`src/gss_pkg.sv`:
```
// Shared types, register codes and reset values of the Gray-Scott stencil step.
package gss_pkg;

  localparam int DATA_W  = 20;
  localparam int COEF_W  = 16;
  localparam int DT_W    = 18;
  localparam int GRID_W  = 11;
  localparam int POS_W   = 10;
  localparam int CFG_IDX_W = 3;
  localparam int CFG_DATA_W = 18;

  // register indexes
  localparam logic [CFG_IDX_W-1:0] REG_DIFF_U = 3'd0;
  localparam logic [CFG_IDX_W-1:0] REG_DIFF_V = 3'd1;
  localparam logic [CFG_IDX_W-1:0] REG_FEED   = 3'd2;
  localparam logic [CFG_IDX_W-1:0] REG_KILL   = 3'd3;
  localparam logic [CFG_IDX_W-1:0] REG_DT     = 3'd4;
  localparam logic [CFG_IDX_W-1:0] REG_COLS   = 3'd5;
  localparam logic [CFG_IDX_W-1:0] REG_ROWS   = 3'd6;

  // reset values
  localparam logic [COEF_W-1:0] RST_DIFF_U = 16'd6554;
  localparam logic [COEF_W-1:0] RST_DIFF_V = 16'd3277;
  localparam logic [COEF_W-1:0] RST_FEED   = 16'd918;
  localparam logic [COEF_W-1:0] RST_KILL   = 16'd3539;
  localparam logic [DT_W-1:0]   RST_DT     = 18'd65536;
  localparam logic [GRID_W-1:0] RST_GRID   = 11'd1024;

  typedef struct packed {
    logic signed [DATA_W-1:0] cell_u;
    logic signed [DATA_W-1:0] cell_v;
  } gss_in_t;

  typedef struct packed {
    logic signed [DATA_W-1:0] new_u;
    logic signed [DATA_W-1:0] new_v;
    logic [POS_W-1:0]         out_row;
    logic [POS_W-1:0]         out_column;
    logic                     frame_end;
  } gss_out_t;

  // controller to datapath
  typedef struct packed {
    logic             capture;   // take the request, issue line store read
    logic             shift;     // shift windows, write line store
    logic             load_out;  // load result register
    logic [POS_W-1:0] row;
    logic [POS_W-1:0] column;
    logic             last;
  } gss_cmd_t;

  // datapath to controller
  typedef struct packed {
    logic out_valid;
  } gss_status_t;

endpackage

```
`src/gss_ctrl.sv`:
```
// Sequencer of the Gray-Scott stencil step: positions, grid size and step timing.
module gss_ctrl
  import gss_pkg::*;
#(
  parameter int COLUMNS_MAX = 1024,
  parameter int ROWS_MAX    = 1024
) (
  input  logic                           clk_i,
  input  logic                           rst_ni,
  input  logic                           in_valid_i,
  output logic                           in_ready_o,
  input  logic                           out_ready_i,
  input  logic                           cfg_we_i,
  input  logic [CFG_IDX_W-1:0]           cfg_index_i,
  input  logic [CFG_DATA_W-1:0]          cfg_data_i,
  input  gss_status_t                    status_i,
  output gss_cmd_t                       cmd_o,
  output logic [$clog2(COLUMNS_MAX)-1:0] addr_o
);

  localparam int CPW = $clog2(COLUMNS_MAX);
  localparam int RPW = $clog2(ROWS_MAX);
  localparam int CW  = $clog2(COLUMNS_MAX + 1);
  localparam int RW  = $clog2(ROWS_MAX + 1);

  localparam logic [1:0] S_IDLE  = 2'd0;
  localparam logic [1:0] S_FETCH = 2'd1;
  localparam logic [1:0] S_CALC  = 2'd2;
  localparam logic [1:0] S_HOLD  = 2'd3;

  localparam logic [2:0] CALC_LAST = 3'd6;

  logic [1:0]        state_q, state_d;
  logic [2:0]        cnt_q, cnt_d;
  logic [GRID_W-1:0] cols_q, rows_q;
  logic [CPW-1:0]    col_q, col_d;
  logic [RPW-1:0]    row_q, row_d;
  logic [CPW-1:0]    addr_q;
  logic [POS_W-1:0]  mrow_q, mcol_q;
  logic              last_q, inner_q;

  logic [CW-1:0]  cols_eff;
  logic [RW-1:0]  rows_eff;
  logic [CPW-1:0] c_cur;
  logic [RPW-1:0] r_cur;
  logic [31:0]    tmp_c, tmp_r, cg, rg;
  logic           accept;

  always_comb begin
    cg = 32'(cols_q);
    rg = 32'(rows_q);
    if (cg < 32'd3) begin
      cols_eff = CW'(3);
    end else if (cg > 32'(COLUMNS_MAX)) begin
      cols_eff = CW'(COLUMNS_MAX);
    end else begin
      cols_eff = CW'(cg);
    end
    if (rg < 32'd3) begin
      rows_eff = RW'(3);
    end else if (rg > 32'(ROWS_MAX)) begin
      rows_eff = RW'(ROWS_MAX);
    end else begin
      rows_eff = RW'(rg);
    end
    // positions beyond the grid restart at zero
    c_cur = (32'(col_q) >= 32'(cols_eff)) ? '0 : col_q;
    r_cur = (32'(row_q) >= 32'(rows_eff)) ? '0 : row_q;
    tmp_c = 32'(c_cur) - 32'd1;
    tmp_r = 32'(r_cur) - 32'd1;
  end

  assign in_ready_o = (state_q == S_IDLE);
  assign accept     = in_valid_i && in_ready_o;

  always_comb begin
    col_d = col_q;
    row_d = row_q;
    if (accept) begin
      if (32'(c_cur) + 32'd1 >= 32'(cols_eff)) begin
        col_d = '0;
        if (32'(r_cur) + 32'd1 >= 32'(rows_eff)) begin
          row_d = '0;
        end else begin
          row_d = r_cur + RPW'(1);
        end
      end else begin
        col_d = c_cur + CPW'(1);
        row_d = r_cur;
      end
    end
    if (cfg_we_i && (cfg_index_i == REG_COLS || cfg_index_i == REG_ROWS)) begin
      col_d = '0;
      row_d = '0;
    end
  end

  always_comb begin
    state_d = state_q;
    cnt_d   = cnt_q;
    unique case (state_q)
      S_IDLE: begin
        if (accept) begin
          state_d = S_FETCH;
        end
      end
      S_FETCH: begin
        cnt_d   = '0;
        state_d = inner_q ? S_CALC : S_IDLE;
      end
      S_CALC: begin
        cnt_d = cnt_q + 3'd1;
        if (cnt_q == CALC_LAST) begin
          state_d = S_HOLD;
        end
      end
      S_HOLD: begin
        if (!status_i.out_valid || out_ready_i) begin
          state_d = S_IDLE;
        end
      end
      default: state_d = S_IDLE;
    endcase
  end

  always_ff @(posedge clk_i or negedge rst_ni) begin
    if (!rst_ni) begin
      state_q <= S_IDLE;
      cnt_q   <= '0;
      cols_q  <= RST_GRID;
      rows_q  <= RST_GRID;
      col_q   <= '0;
      row_q   <= '0;
      inner_q <= 1'b0;
    end else begin
      state_q <= state_d;
      cnt_q   <= cnt_d;
      col_q   <= col_d;
      row_q   <= row_d;
      if (cfg_we_i && cfg_index_i == REG_COLS) begin
        cols_q <= cfg_data_i[GRID_W-1:0];
      end
      if (cfg_we_i && cfg_index_i == REG_ROWS) begin
        rows_q <= cfg_data_i[GRID_W-1:0];
      end
      if (accept) begin
        inner_q <= (32'(r_cur) >= 32'd2) && (32'(c_cur) >= 32'd2);
      end
    end
  end

  always_ff @(posedge clk_i) begin
    if (accept) begin
      addr_q <= c_cur;
      mrow_q <= tmp_r[POS_W-1:0];
      mcol_q <= tmp_c[POS_W-1:0];
      last_q <= (32'(r_cur) == 32'(rows_eff) - 32'd1) &&
                (32'(c_cur) == 32'(cols_eff) - 32'd1);
    end
  end

  assign addr_o = (state_q == S_IDLE) ? c_cur : addr_q;

  always_comb begin
    cmd_o          = '0;
    cmd_o.capture  = accept;
    cmd_o.shift    = (state_q == S_FETCH);
    cmd_o.load_out = (state_q == S_HOLD) && (!status_i.out_valid || out_ready_i);
    cmd_o.row      = mrow_q;
    cmd_o.column   = mcol_q;
    cmd_o.last     = last_q;
  end

`ifndef SYNTHESIS
  a_fetch_after_accept: assert property (@(posedge clk_i) disable iff (!rst_ni)
    (state_q == S_FETCH) |-> $past(in_valid_i && in_ready_o))
    else $error("fetch without accepted request");
  a_calc_to_hold: assert property (@(posedge clk_i) disable iff (!rst_ni)
    (state_q == S_CALC && cnt_q == CALC_LAST) |=> (state_q == S_HOLD))
    else $error("calculation did not end in hold");
  a_col_in_grid: assert property (@(posedge clk_i) disable iff (!rst_ni)
    (accept && !cfg_we_i) |=> (32'(col_q) < 32'(cols_eff)))
    else $error("column position left the grid");
`endif

endmodule

```
`config.mk`:
```
export PLATFORM = sky130hd
export DESIGN_NAME = gss_ctrl
export DESIGN_NICKNAME = d
export VERILOG_FILES = /design/src/gss_pkg.sv /design/src/gss_ctrl.sv
export SDC_FILE = /design/constraint.sdc
export NUM_CORES = 1
export LEC_CHECK = 0
export ABC_CLOCK_PERIOD_IN_PS = 6900
export BUFFER_PORTS_ARGS = -buffer_cell sky130_fd_sc_hd__buf_2
export CAP_MARGIN = 10
export CELL_PAD_IN_SITES_DETAIL_PLACEMENT = 1
export CELL_PAD_IN_SITES_GLOBAL_PLACEMENT = 1
export CORE_UTILIZATION = 46
export DETAILED_ROUTE_END_ITERATION = 10
export GPL_ROUTABILITY_DRIVEN = 1
export PLACE_DENSITY_LB_ADDON = 0.1
export SLEW_MARGIN = 30
export SYNTH_ARGS = -nofsm -noshare
export SYNTH_HDL_FRONTEND = slang
export SYNTH_SLANG_ARGS = --single-unit
```
`constraint.sdc`:
```
create_clock -name clk_i -period 6.9 [get_ports clk_i]
set_clock_uncertainty 0.1 [all_clocks]
set_input_delay 0.69 -clock clk_i [delete_from_list [all_inputs] [get_ports clk_i]]
set_output_delay 0.69 -clock clk_i [all_outputs]
set_load 0.03 [all_outputs]
```
==> flow_summary.ini, run 1 <==
[run_status]
status = finished clean

[place]
dp.cells = 818
hpwl_um = 12210
gp_congestion = 0.8714
dpl_worst_slack_ns = 0.8089
dpl-instance-area_um2 = 6223
numPortBuffers = 54

[cells_and_area]
drive_gt1_share_pct = 18.02
postLayoutCellArea_um2 = 6569
syn_to_final_growth_pct = 12.06
diodes = 0
finalNetCount = 744
final_cells = 834
utilization_pct = 53.79

[grt]
overflow = 0
grt_pass1_vias = 5120
antenna_found_initial = 0
grt_pass1_wl_um = 26330
grt_start_max_net_pins = 49
gr-usage-all-layers_pct = 25.89

[timing]
worstMarginPinSlew_ns = 0.8083
final-setup-viol-count = 0
hold_viol = 0
rsz0062_at_grt = false
period_share_pct = 89.54
finalWorstSetupSlack_ns = 0.7218
drv_slew = 0
timing.final.crit_period_ns = 6.178
max_freq_mhz = 161.9
slew_headroom_pct = 46.11
fin_setup_tns_ns = 0

[synth]
syn-num-nets = 711
yosysTopAreaCell = dfrtp_1
yosysSeqAreaShare_pct = 36.41
ys.flop_type = dfrtp_1
synth.most_common_cell = nand2_1
synthArstFlopShare_pct = 60.76
ys_ff_latch = 79
ys_warn_count = 0
synthDominantCellAreaShare_pct = 19.64
synth_common_cells = nand2_1 (61), ha_1 (56), nor2_1 (52)
synth-edff-count = 31
syn_area_per_cell_um2 = 9.334
synthCells = 628
yosysUniqueCellTypes = 71
synth_area_leaders = dfrtp_1 (20%), edfxtp_1 (16%), ha_1 (12%), mux2_2 (6.1%), nand2_1 (3.9%)
netlist_area_um2 = 5862

[floorplanning]
die_y_um = 114.9
design.die.area_um2 = 13200
die_w_um = 114.9
ios = 62
num_rows = 40
start_util_pct = 48.00
core_area_um2 = 12210

[setup_path]
crit_arrival_ns = 6.36
cp_top_family = compound AO/OA/AOI/OAI gates
ff2ff_path_depth = 25
crit_path_end_kind = flip-flop
worstReg2RegStart = cols_q[6]
r2r_end = row_q[8]
rrSetupSlack_ns = 0.72
slowest_stage = or4_4
cpPeakStageDelay_ns = 0.57
critPathRequiredTime_ns = 7.08
crit_fanout = 12
critPathLaunchType = flip-flop
path_class = reg2reg
critical_path_buf_inv_count = 3

[cts]
root_buffer = clkbuf_16
cts_setup_buffers = 0
insertion_delay_ns = 0.35
htreeDepth = 3
cts_sinks = 79
cts-resized-gates = 0
cts_tree = done
ctsHoldBuffers = 0
cts_max_path_buffers = 2
cts.clk_slew.worst_paths_ns = 0.06
cts_buffers = 9

[power]
switching_share_pct = 40.88
vdd_drop_max_uv = 167.0
p_int_mw = 1.319
p_seq_share_pct = 32.3
p_leak_nw = 2.912
combPwrFrac_pct = 42.8
clockPowerShare_pct = 24.9
p_sw_mw = 0.9123
powerDensity_nw_per_um2 = 339.7

[run]
maxCapViolations = 0

[routing]
drt_drc_violations_left = 0
wl_um = 16130
drtIter0Drc = 199
wl_per_cell_um = 19.35
drt.antenna.violating_nets = 0
routed_via_density = 5.957
num_vias = 4968
dr.pass1.iters = 4

[hold_path]
hold_class = in2async
==> worst max path at each step <==
stage / start / to / cells after the start
6_report: cols_q[6] / row_q[8] / 25
3_3_place_gp: cols_q[6] / row_q[5] / 25
2_1_floorplan: cols_q[6] / col_q[3] / 27
5_1_grt: cols_q[6] / row_q[2] / 25
3_5_place_dp: cols_q[6] / row_q[5] / 25
4_1_cts: cols_q[6] / row_q[8] / 25
==> stage by stage <==
stage               total power [mW]  hold WS, ns
detailed placement             1.682       0.3975
CTS                            2.246       0.2867
global route                   2.368       0.3230
floorplan                      1.422       0.2944
finish                         2.231       0.2715
global placement               1.637       0.3775
==> kinds of logic after synthesis <==
kind of cell             after synthesis  synth area share [%]
AO/OA/AOI/OAI                        150                 17.57
XOR/XNOR                              38                 5.678
adder cells (fa/ha/maj)               56                 11.95
buffers and inverters                 61                 4.077
flip-flops                            79                 36.41
multiplexers                          34                 6.489
AND/OR/NAND/NOR                      210                 17.82
==> layout make-up <==
class	instances	area, um^2
timing repair buffer	56	287.8
tap	168	210.2
multi-input combinational	488	3488
sequential	79	2135
clock buffer	9	225.2
clock inverter	7	120.1
fill	1447	5643
inverter	27	102.6
==> flip-flops by register name, indices dropped and copies added (netlist names), 3 cells and up, named ones only <==
register,count
addr_q,10
cnt_q,3
col_q,10
cols_q,11
mcol_q,10
mrow_q,10
row_q,10
rows_q,11
==> layout by cell type, fill, tap and decap left out, drive strengths merged, types with 6 or more instances in the layout <==
cell type	count
o21ai	41
nor2	52
dfrtp	46
a211oi	7
nand4	7
nand2	61
nor3	10
inv	27
a21o	19
and2	8
clkbuf	9
nand2b	11
a21oi	26
mux2	32
ha	56
buf	56
and3	6
edfxtp	31
xor2	14
xnor2	24
nand3	22
a22o	16
nor4	9
==> metal layers <==
layer / up-vias / part of all wire [%] / global-route usage (%)
li1: 2357 / - / -
met1: 2463 / 47 / 34.26
met2: 121 / 48 / 43.57
met3: 27 / 3.5 / 3.795
met4: 0 / 1.9 / 8.485
met5: - / 0 / 0
==> power by group through the flow <==
stage / registers (mW) / clock network, mW / logic, mW
floorplan: 0.752 / 0 / 0.669
global placement: 0.724 / 0 / 0.913
detailed placement: 0.731 / 0 / 0.952
CTS: 0.722 / 0.563 / 0.961
global route: 0.737 / 0.579 / 1.05
finish: 0.722 / 0.555 / 0.955
No activity file was read; power rests on OpenSTA's default activity.
==> run 2, diff against run 1 <==
--- a/config.mk
+++ b/config.mk
@@ -5,12 +5,13 @@
 export SDC_FILE = /design/constraint.sdc
 export NUM_CORES = 1
 export LEC_CHECK = 0
+export ABC_AREA = 1
 export ABC_CLOCK_PERIOD_IN_PS = 6900
 export BUFFER_PORTS_ARGS = -buffer_cell sky130_fd_sc_hd__buf_2
 export CAP_MARGIN = 10
 export CELL_PAD_IN_SITES_DETAIL_PLACEMENT = 1
 export CELL_PAD_IN_SITES_GLOBAL_PLACEMENT = 1
-export CORE_UTILIZATION = 46
+export CORE_UTILIZATION = 45
 export DETAILED_ROUTE_END_ITERATION = 10
 export GPL_ROUTABILITY_DRIVEN = 1
 export PLACE_DENSITY_LB_ADDON = 0.1
==> constraint.sdc (replaced) <==
create_clock -name clk_i -period 6.9 [get_ports clk_i]
set_clock_uncertainty 0.1 [all_clocks]
set_input_delay 0.69 -clock clk_i [delete_from_list [all_inputs] [get_ports clk_i]]
set_output_delay 0.69 -clock clk_i [all_outputs]
set_load 0.05 [all_outputs]
==> run 2 against run 1 <==
Effect of this change:
- routed wire length increased by 18%
- sequential power shrank 4.7%
- maximum frequency rose by 5.3%
- die area grew 10%
- global-route usage is 2.0 points higher
- critical path type unchanged
==> flow_summary.ini, run 2 <==
[run]
maxCapViolations = 0

[synth]
synth.most_common_cell = nand2_1
ys.flop_type = dfrtp_1
ys_warn_count = 0
synthArstFlopShare_pct = 60.76
yosysSeqAreaShare_pct = 33.63
synth-edff-count = 31
netlist_area_um2 = 6347
yosysTopAreaCell = dfrtp_1
synth_common_cells = nand2_1 (239), inv_1 (112), nor2_1 (81)
syn_area_per_cell_um2 = 7.467
yosysUniqueCellTypes = 49
synth_area_leaders = dfrtp_1 (18%), edfxtp_1 (15%), nand2_1 (14%), ha_1 (11%), inv_1 (6.6%)
syn-num-nets = 933
synthDominantCellAreaShare_pct = 18.14
synthCells = 850
ys_ff_latch = 79

[timing]
period_share_pct = 85.01
drv_slew = 0
slew_headroom_pct = 42.91
fin_setup_tns_ns = 0
timing.final.crit_period_ns = 5.866
worstMarginPinSlew_ns = 0.8517
final-setup-viol-count = 0
hold_viol = 0
rsz0062_at_grt = false
finalWorstSetupSlack_ns = 1.034
max_freq_mhz = 170.5

[cts]
cts_buffers = 9
insertion_delay_ns = 0.35
root_buffer = clkbuf_16
cts.clk_slew.worst_paths_ns = 0.07
cts_tree = done
cts-resized-gates = 0
htreeDepth = 3
cts_max_path_buffers = 2
cts_sinks = 79
cts_setup_buffers = 0
ctsHoldBuffers = 0

[grt]
gr-usage-all-layers_pct = 27.87
grt_start_max_net_pins = 49
overflow = 0
antenna_found_initial = 0
grt_pass1_wl_um = 30970
grt_pass1_vias = 6104

[cells_and_area]
diodes = 0
num-fill-cells = 1789
mostFrequentLayoutCells = nand2_1 (239), inv_1 (112), nor2_1 (81)
drive_gt1_share_pct = 15.02
syn_to_final_growth_pct = 12.14
mostFrequentLayoutCell = nand2_1
reg_top3 = cols_q x11, rows_q x11
multi_input_area_um2 = 3670
finalNetCount = 990
register_area_um2 = 2135

[power]
vdd_drop_max_uv = 139.8
combPwrFrac_pct = 52.8
p_seq_share_pct = 26.8
p_sw_mw = 1.259
p_leak_nw = 3.693
switching_share_pct = 48.94
clockPowerShare_pct = 20.4
p_int_mw = 1.314
powerDensity_nw_per_um2 = 361.5

[floorplanning]
core_area_um2 = 13830
ios = 62
die_w_um = 120.8
num_rows = 43
design.die.area_um2 = 14580
start_util_pct = 45.91
die_y_um = 120.8

[place]
gp_congestion = 0.9076
hpwl_um = 15400
dpl_worst_slack_ns = 1.073
numPortBuffers = 54

[run_status]
status = finished clean

[hold_path]
hold_class = in2async

[setup_path]
path_class = reg2reg
cpPeakStageDelay_ns = 0.62
crit_arrival_ns = 6.05
critPathRequiredTime_ns = 7.09
crit_path_end_kind = flip-flop
slowest_stage = nor2_1
crit_fanout = 14
crit_top_cell = nand2_1
critPathLaunchType = flip-flop

[routing]
dr.pass1.iters = 4
drtIter0Drc = 338
wl_um = 19040
drt_drc_violations_left = 0
num_vias = 5930
drt.antenna.violating_nets = 0
routed_via_density = 5.430
wl_per_cell_um = 17.43
[run 2: cell count changes after synthesis, sizes merged, moves of 11 or more]
cell / delta
nand2: +186
inv: +98
nand3: +49
nor2: +45
mux2: -28
xnor2: -22
nand4: +20
a21o: -19
clkbuf: -19
a22o: -16
nand2b: -11
[run 2: critical path: cells and delay by family, from the launching register on]
kind | cells | cell delay [ns]
compound gates | 3 | 0.82
fa+ha+maj | 3 | 0.99
buf+inv | 3 | 0.38
flops | 1 | 0.42
simple gates | 19 | 3.07
[run 2: path summary, 6_finish.rpt]
path,from,endpoint,slack (ns),depth (start not counted)
max,rows_q[6],row_q[9],1.03,28
min,rst_ni,row_q[1],0.35,2
max reg2reg,rows_q[6],row_q[9],1.03,28
min reg2reg,inner_q,inner_q,0.40,2
max in group asynchronous,rst_ni,cols_q[0],5.88,2
min in group clk_i,inner_q,inner_q,0.40,2
[run 2: area by class of cell]
type                            count  share of cell area (%)
Clock inverter                      6                   1.318
Multi-Input combinational cell    636                   51.56
Sequential cell                    79                   29.99
Tap cell                          180                   3.164
Inverter                          124                   6.644
Clock buffer                       10                   3.217
Timing Repair Buffer               57                   4.113
[run 2: metrics by stage]
| stage | instance area, um^2 | std cells | utilization (%) | hold slack, ns | total power [mW] |
|---|---|---|---|---|---|
| floorplan | 6347 | 850 | - | 0.2944 | 1.709 |
| global placement | 6795 | 1076 | 49.14 | 0.3791 | 1.996 |
| detailed placement | 6795 | 1076 | 49.14 | 0.3822 | 2.053 |
| CTS | 7118 | 1092 | 51.48 | 0.3703 | 2.582 |
| global route | 7118 | 1092 | 51.48 | 0.4067 | 2.744 |
| finish | 7118 | 1092 | 51.48 | 0.3525 | 2.573 |
[run 2: layer usage]
layer	up-vias	global-route usage (%)	share of wire, %	routed length [um]
met2	141	47.41	48	9111
met3	27	3.208	3.7	709
li1	2895	-	-	-
met1	2867	36.32	46	8795
met5	-	0	0	0
met4	0	10.26	2.2	421
[run 2: kinds of logic (layout without fill, tap and decap cells)]
kind of cell	Yosys count	in the layout	share of synthesized area, %
flip-flops	79	79	33.63
AND/OR/NAND/NOR	464	464	35.05
XOR/XNOR	24	24	3.430
adder cells (fa/ha/maj)	56	56	11.04
AO/OA/AOI/OAI	88	88	7.589
buffers and inverters	135	197	8.555
multiplexers	4	4	0.7096
[run 2: power by group through the flow]
stage | registers [mW] | clock network (mW) | logic [mW]
after floorplan | 0.796 | 0 | 0.913
after global placement | 0.691 | 0 | 1.30
after detailed placement | 0.698 | 0 | 1.35
after CTS | 0.690 | 0.531 | 1.36
after global routing | 0.702 | 0.545 | 1.50
final | 0.688 | 0.526 | 1.36
